File: src/design/sipq_pkg.sv
// shared constants and types for the sorted insert priority queue
package sipq_pkg;

  localparam int DEPTH = 8;
  localparam int JOB_W = 16;
  localparam int CNT_W = $clog2(DEPTH + 1);
  localparam int OCC_W = 4;
  localparam int STATUS_W = 2;

  localparam logic ACT_INSERT = 1'b0;
  localparam logic ACT_REMOVE = 1'b1;

  typedef enum logic [STATUS_W-1:0] {
    ST_DONE  = 2'd0,
    ST_FULL  = 2'd1,
    ST_EMPTY = 2'd2
  } status_t;

  typedef struct packed {
    logic insert_en;
    logic remove_en;
    logic occupied;
    logic at_tail;
  } cell_ctrl_t;

endpackage

File: src/design/sipq_cell.sv
// one compare-and-shift slot of the sorted queue
module sipq_cell (
  input  logic                                clk,
  input  sipq_pkg::cell_ctrl_t                ctrl,
  input  logic signed [sipq_pkg::JOB_W-1:0]   job,
  input  logic signed [sipq_pkg::JOB_W-1:0]   left_entry,
  input  logic                                left_gt,
  input  logic signed [sipq_pkg::JOB_W-1:0]   right_entry,
  output logic signed [sipq_pkg::JOB_W-1:0]   entry,
  output logic                                gt
);

  logic take;

  // slot holds a job larger than the new one, so it moves up
  assign gt   = ctrl.occupied && (entry > job);
  assign take = gt || ctrl.at_tail;

  always_ff @(posedge clk) begin
    if (ctrl.insert_en && take) begin
      entry <= left_gt ? left_entry : job;
    end else if (ctrl.remove_en) begin
      entry <= right_entry;
    end
  end

endmodule

File: src/design/sorted_insert_priority_queue.sv
// top level: bounded sorted priority queue built from a row of shift cells
//
//  channel  dir  tdata                                   tuser
//  s_*      in   job_value[15:0]                         action[0]
//  m_*      out  removed_job[15:0] occupancy[19:16]      status[1:0]
//
// one item per cycle: every cell compares against the new job and shifts in
// the same cycle, and the result sits in an output register.
// a new item is taken while the held result is taken or the register is empty.
// rst clears the count and the output valid; slot contents need no reset.
// a stalled result holds the input side until it leaves.
module sorted_insert_priority_queue (
  input  logic        clk,
  input  logic        rst,
  input  logic        s_tvalid,
  output logic        s_tready,
  input  logic [15:0] s_tdata,   // job_value[15:0]
  input  logic [0:0]  s_tuser,   // action[0]
  output logic        m_tvalid,
  input  logic        m_tready,
  output logic [23:0] m_tdata,   // removed_job[15:0], occupancy[19:16], zero pad
  output logic [1:0]  m_tuser    // status[1:0]
);

  localparam int D = sipq_pkg::DEPTH;
  localparam int JW = sipq_pkg::JOB_W;
  localparam int CW = sipq_pkg::CNT_W;

  logic [CW-1:0]             count;
  logic [CW-1:0]             count_next;
  logic signed [JW-1:0]      job;
  logic signed [JW-1:0]      entries [D];
  logic                      gts [D];
  logic                      accept;
  logic                      full;
  logic                      empty;
  logic                      insert_en;
  logic                      remove_en;
  sipq_pkg::status_t         status;
  sipq_pkg::status_t         status_next;
  logic signed [JW-1:0]      removed_job;
  logic signed [JW-1:0]      removed_next;
  logic [sipq_pkg::OCC_W-1:0] occupancy;

  assign job       = s_tdata;
  assign s_tready  = !m_tvalid || m_tready;
  assign accept    = s_tvalid && s_tready;
  assign full      = (count == CW'(D));
  assign empty     = (count == '0);
  assign insert_en = accept && (s_tuser[0] == sipq_pkg::ACT_INSERT) && !full;
  assign remove_en = accept && (s_tuser[0] == sipq_pkg::ACT_REMOVE) && !empty;

  genvar i;
  generate
    for (i = 0; i < D; i++) begin : g_cell
      sipq_pkg::cell_ctrl_t ctrl;
      logic signed [JW-1:0] left_entry;
      logic                 left_gt;
      logic signed [JW-1:0] right_entry;

      // fields: insert_en, remove_en, occupied, at_tail
      assign ctrl = {insert_en, remove_en, (CW'(i) < count), (CW'(i) == count)};

      if (i == 0) begin : g_head
        assign left_entry = job;
        assign left_gt    = 1'b0;
      end else begin : g_body
        assign left_entry = entries[i-1];
        assign left_gt    = gts[i-1];
      end

      if (i == D - 1) begin : g_last
        assign right_entry = entries[i];
      end else begin : g_inner
        assign right_entry = entries[i+1];
      end

      sipq_cell u_cell (
        .clk         (clk),
        .ctrl        (ctrl),
        .job         (job),
        .left_entry  (left_entry),
        .left_gt     (left_gt),
        .right_entry (right_entry),
        .entry       (entries[i]),
        .gt          (gts[i])
      );
    end
  endgenerate

  always_comb begin
    count_next   = count;
    status_next  = sipq_pkg::ST_DONE;
    removed_next = '0;
    if (s_tuser[0] == sipq_pkg::ACT_INSERT) begin
      if (full) begin
        status_next = sipq_pkg::ST_FULL;
      end else begin
        count_next = count + CW'(1);
      end
    end else begin
      if (empty) begin
        status_next = sipq_pkg::ST_EMPTY;
      end else begin
        removed_next = entries[0];
        count_next   = count - CW'(1);
      end
    end
  end

  always_ff @(posedge clk) begin
    if (rst) begin
      count    <= '0;
      m_tvalid <= 1'b0;
    end else begin
      if (accept) begin
        count    <= count_next;
        m_tvalid <= 1'b1;
      end else if (m_tready) begin
        m_tvalid <= 1'b0;
      end
    end
  end

  always_ff @(posedge clk) begin
    if (accept) begin
      status      <= status_next;
      removed_job <= removed_next;
      occupancy   <= sipq_pkg::OCC_W'(count_next);
    end
  end

  assign m_tdata = {4'b0, occupancy, removed_job};
  assign m_tuser = status;

endmodule

File: config.mk
export PLATFORM = sky130hd
export DESIGN_NAME = sorted_insert_priority_queue
export DESIGN_NICKNAME = d
export VERILOG_FILES = /design/src/design/sipq_pkg.sv /design/src/design/sipq_cell.sv /design/src/design/sorted_insert_priority_queue.sv
export SDC_FILE = /design/constraint.sdc
export NUM_CORES = 1
export LEC_CHECK = 0
export BUFFER_PORTS_ARGS = -buffer_cell sky130_fd_sc_hd__buf_4
export CAP_MARGIN = 10
export CORE_MARGIN = 10
export CORE_UTILIZATION = 61
export CTS_CLUSTER_DIAMETER = 30
export CTS_CLUSTER_SIZE = 14
export DETAILED_ROUTE_END_ITERATION = 8
export HOLD_SLACK_MARGIN = 0.08
export PLACE_DENSITY = 0.79
export REMOVE_ABC_BUFFERS = 1
export SYNTH_ARGS = -nofsm -noshare
export SYNTH_HDL_FRONTEND = slang
export SYNTH_SLANG_ARGS = --single-unit
export TNS_END_PERCENT = 50
File: constraint.sdc
create_clock -name clk -period 10.7 [get_ports clk]
set_input_delay 2.14 -clock clk [delete_from_list [all_inputs] [get_ports clk]]
set_output_delay 2.14 -clock clk [all_outputs]
set_load 0.05 [all_outputs]
==> metrics.yaml <==
clock_network:
  clock-sinks: 155
  cts_repair_resize_count: 0
  tritoncts: "done"
  clk_pin_slew_ns: 0.07
  clk_latency_ns: 0.44
  clockBufferDepth: 2
  cts_max_level: 4
  ctsHoldBuffers: 0
  cts_buffers: 17
  cts_root_buffer: "clkbuf_16"
  cts_setup_buffers: 0
floorplan:
  die_h_um: 152.6
  io_pins: 49
  die-area_um2: 23270
  start_util_pct: 62.18
  core_um2: 17240
  num_rows: 48
  die_x_um: 152.6
worst_setup_path:
  startpoint_type: "input pin"
  critPathArrivalTime_ns: 6.17
  cp.required_ns: 10.76
  worstPathBufferInverterCount: 3
  critical_path_class: "in -> reg"
  endpoint_kind: "flip-flop"
  path_cells: "buf_4, inv_1, ha_1, a21oi_1, o21ai_0, a311o_1, a211oi_1, mux2_2, a21oi_1, nor2b_1, buf_4, nand2b_1"
  cp_max_fo: 32
  critPathTopFamily: "simple AND/OR/NAND/NOR gates"
  slowest_stage: "nor2b_1"
  critPathMaxStageDelay_ns: 0.71
power_and_ir_drop:
  pwr-share-comb_pct: 21.9
  p_switching_mw: 0.5272
  p_int_mw: 1.245
  seq_power_share_pct: 43.2
  power_frac_clock_pct: 34.9
  ir_drop_mv: 0.1214
  power_density_nw_per_um2: 150.5
  swShare_pct: 29.74
  p_leak_nw: 4.713
  finalPower_mw: 1.773
layout:
  final_area_um2: 11780
  nFillCells: 1245
  final_util_pct: 68.34
  regArea_um2: 4604
  diodes: 0
  design.final.nets: 1080
  mostFrequentLayoutCells: "edfxtp_1, mux2_2, ha_1, nand2_1, a21oi_1"
  drive_gt1_share_pct: 23.67
  multi_input_area_um2: 5811
  final_common_cell: "edfxtp_1"
  syn_to_final_growth_pct: 9.911
grt:
  grt_pass1_wl_mm: 42.05
  track_usage_pct: 22.28
  antenna_found_initial: 0
  grt_start_max_net_pins: 33
  grt_pass1_vias: 7577
  gr-total-overflow: 0
placed_design:
  placed_area_um2: 11200
  gp_congestion: 0.9356
  pre_cts_ws_ns: 4.202
  portBuffers: 44
  place_hpwl_mm: 19.90
timing:
  fin_crit_sh_pct: 57.04
  tns_ns: 0
  finalMaxSlewViolations: 0
  setup_viol: 0
  fin_crit_ns: 6.104
  relSlewSlack_pct: 24.81
  fin_worst_skew_ns: 0.009959
  hold_viol: 0
  worst_pin_slew_ns: 1.128
  rsz0062_at_grt: "no"
  fin_ws_ns: 4.596
  timing.fmax_ghz: 0.1638
synth:
  postSynth.asyncResetShare_pct: 0
  synth_ff_type: "edfxtp_1"
  synth_compound_area_share_pct: 9.409
  synth_seq_cells: 155
  postSynthCellCount: 890
  avgSynthCellArea_um2: 12.04
  ys_seq_area_share_pct: 42.96
  synth_xor_area_share_pct: 0.1634
  synthAdderAreaFrac_pct: 15.41
  yosysUniqueCellTypes: 56
  synth_top_family_by_area: "multiplexers"
  synth-simple-area-share_pct: 8.254
  synth_warnings: 0
  synthesis.area_um2: 10720
  synth_edf_count: 150
  synth_mux_area_share_pct: 20.84
drt:
  drt_iter0_drc: 566
  routed_wl_mm: 26.23
  drt_first_pass_iters: 5
  drc: 0
  detail_route.vias_per_cell: 6.445
  final_antenna_net_count: 0
  vias: 7495
  wl_per_cell_um: 22.55
run_status:
  status: "finished, final reports clean"
hold_path:
  hold_path_class: "reg -> reg"
run:
  cap_violations: 0
[metrics by stage]
stage                     cells  hold slack (ns)
after floorplan             858           0.5398
after global placement     1133           0.5048
after detailed placement   1133           0.5211
after CTS                  1163           0.5306
after global routing       1163           0.5624
final                      1163           0.5270
[power by group through the flow]
stage / Sequential (mW) / Clock [mW] / Combinational, mW
floorplan: 0.793 / 0 / 0.243
global placement: 0.775 / 0 / 0.369
detailed placement: 0.776 / 0 / 0.380
CTS: 0.764 / 0.620 / 0.386
global route: 0.771 / 0.645 / 0.425
finish: 0.766 / 0.619 / 0.388
[routing by layer]
metal / track usage [%] / part of all wire [%]
met5: 0 / 0
met2: 37.38 / 48
met3: 4.290 / 7.0
met1: 27.71 / 42
met4: 8.856 / 2.7
[cell type report]
type / instances / area share, %
clock buffer: 18 / 3.643
sequential: 155 / 39.09
clock inverter: 12 / 1.285
inverter: 34 / 1.083
timing repair buffer: 50 / 3.186
multi-input combinational: 669 / 49.33
tap: 225 / 2.390
[cells by family after synthesis]
group / Yosys count
flops: 155
mux: 200
xor+xnor: 2
buf+inv: 69
compound gates: 159
fa+ha+maj: 132
other cells: 1
simple gates: 172
[worst register-to-register path, stage by stage (launching register included)]
cell	delay, ns
edfxtp_1	0.44
ha_1	0.34
a21oi_1	0.14
o21ai_0	0.12
a311o_1	0.36
a211oi_1	0.24
mux2_2	0.58
a21oi_1	0.09
nor2b_1	0.71
buf_4	0.32
nand2b_1	0.67
[registers in the layout, summed over array words and instances, names as in the netlist]
| name | cells |
|---|---|
| count | 4 |
| m_tuser | 2 |
| m_tvalid | 1 |
| removed_job | 16 |
| occupancy | 4 |
| g_cell.u_cell.entry | 128 |
[synthesized netlist by cell type, types with 3 or more instances]
| cell type | n | share of area, % |
|---|---|---|
| nand2_1 | 64 | 2.2 |
| dfxtp_1 | 5 | 0.93 |
| nor3_1 | 4 | 0.19 |
| ha_1 | 132 | 15 |
| a21oi_1 | 56 | 2.6 |
| o21ai_0 | 40 | 1.9 |
| nand4_1 | 20 | 1.2 |
| a311oi_1 | 3 | 0.25 |
| buf_4 | 7 | 0.49 |
| o21ai_1 | 7 | 0.33 |
| nor4_1 | 6 | 0.35 |
| a21o_1 | 21 | 1.5 |
| mux2i_1 | 15 | 1.4 |
| buf_2 | 11 | 0.51 |
| o21a_1 | 4 | 0.28 |
| inv_1 | 33 | 1.2 |
| clkbuf_1 | 15 | 0.53 |
| mux2_2 | 134 | 14 |
| and4_1 | 6 | 0.49 |
| edfxtp_1 | 150 | 42 |
| and3_1 | 21 | 1.2 |
| nor2_1 | 18 | 0.63 |
| mux2_1 | 51 | 5.4 |
| nand3_1 | 10 | 0.47 |
| o211ai_1 | 5 | 0.35 |
| nand2b_1 | 5 | 0.29 |
| nor2b_1 | 8 | 0.47 |
[final timing paths]
kind         cells after the start                       from                   endpoint  slack, ns
max                             12                 s_tdata[5]  g_cell[1].u_cell.entry[0]       4.60
min                              2                   m_tvalid                   m_tvalid       0.53
max reg2reg                     10  g_cell[1].u_cell.entry[7]  g_cell[1].u_cell.entry[0]       6.32
min reg2reg                      2                   m_tvalid                   m_tvalid       0.53
Power figures use the tool's default switching activity.
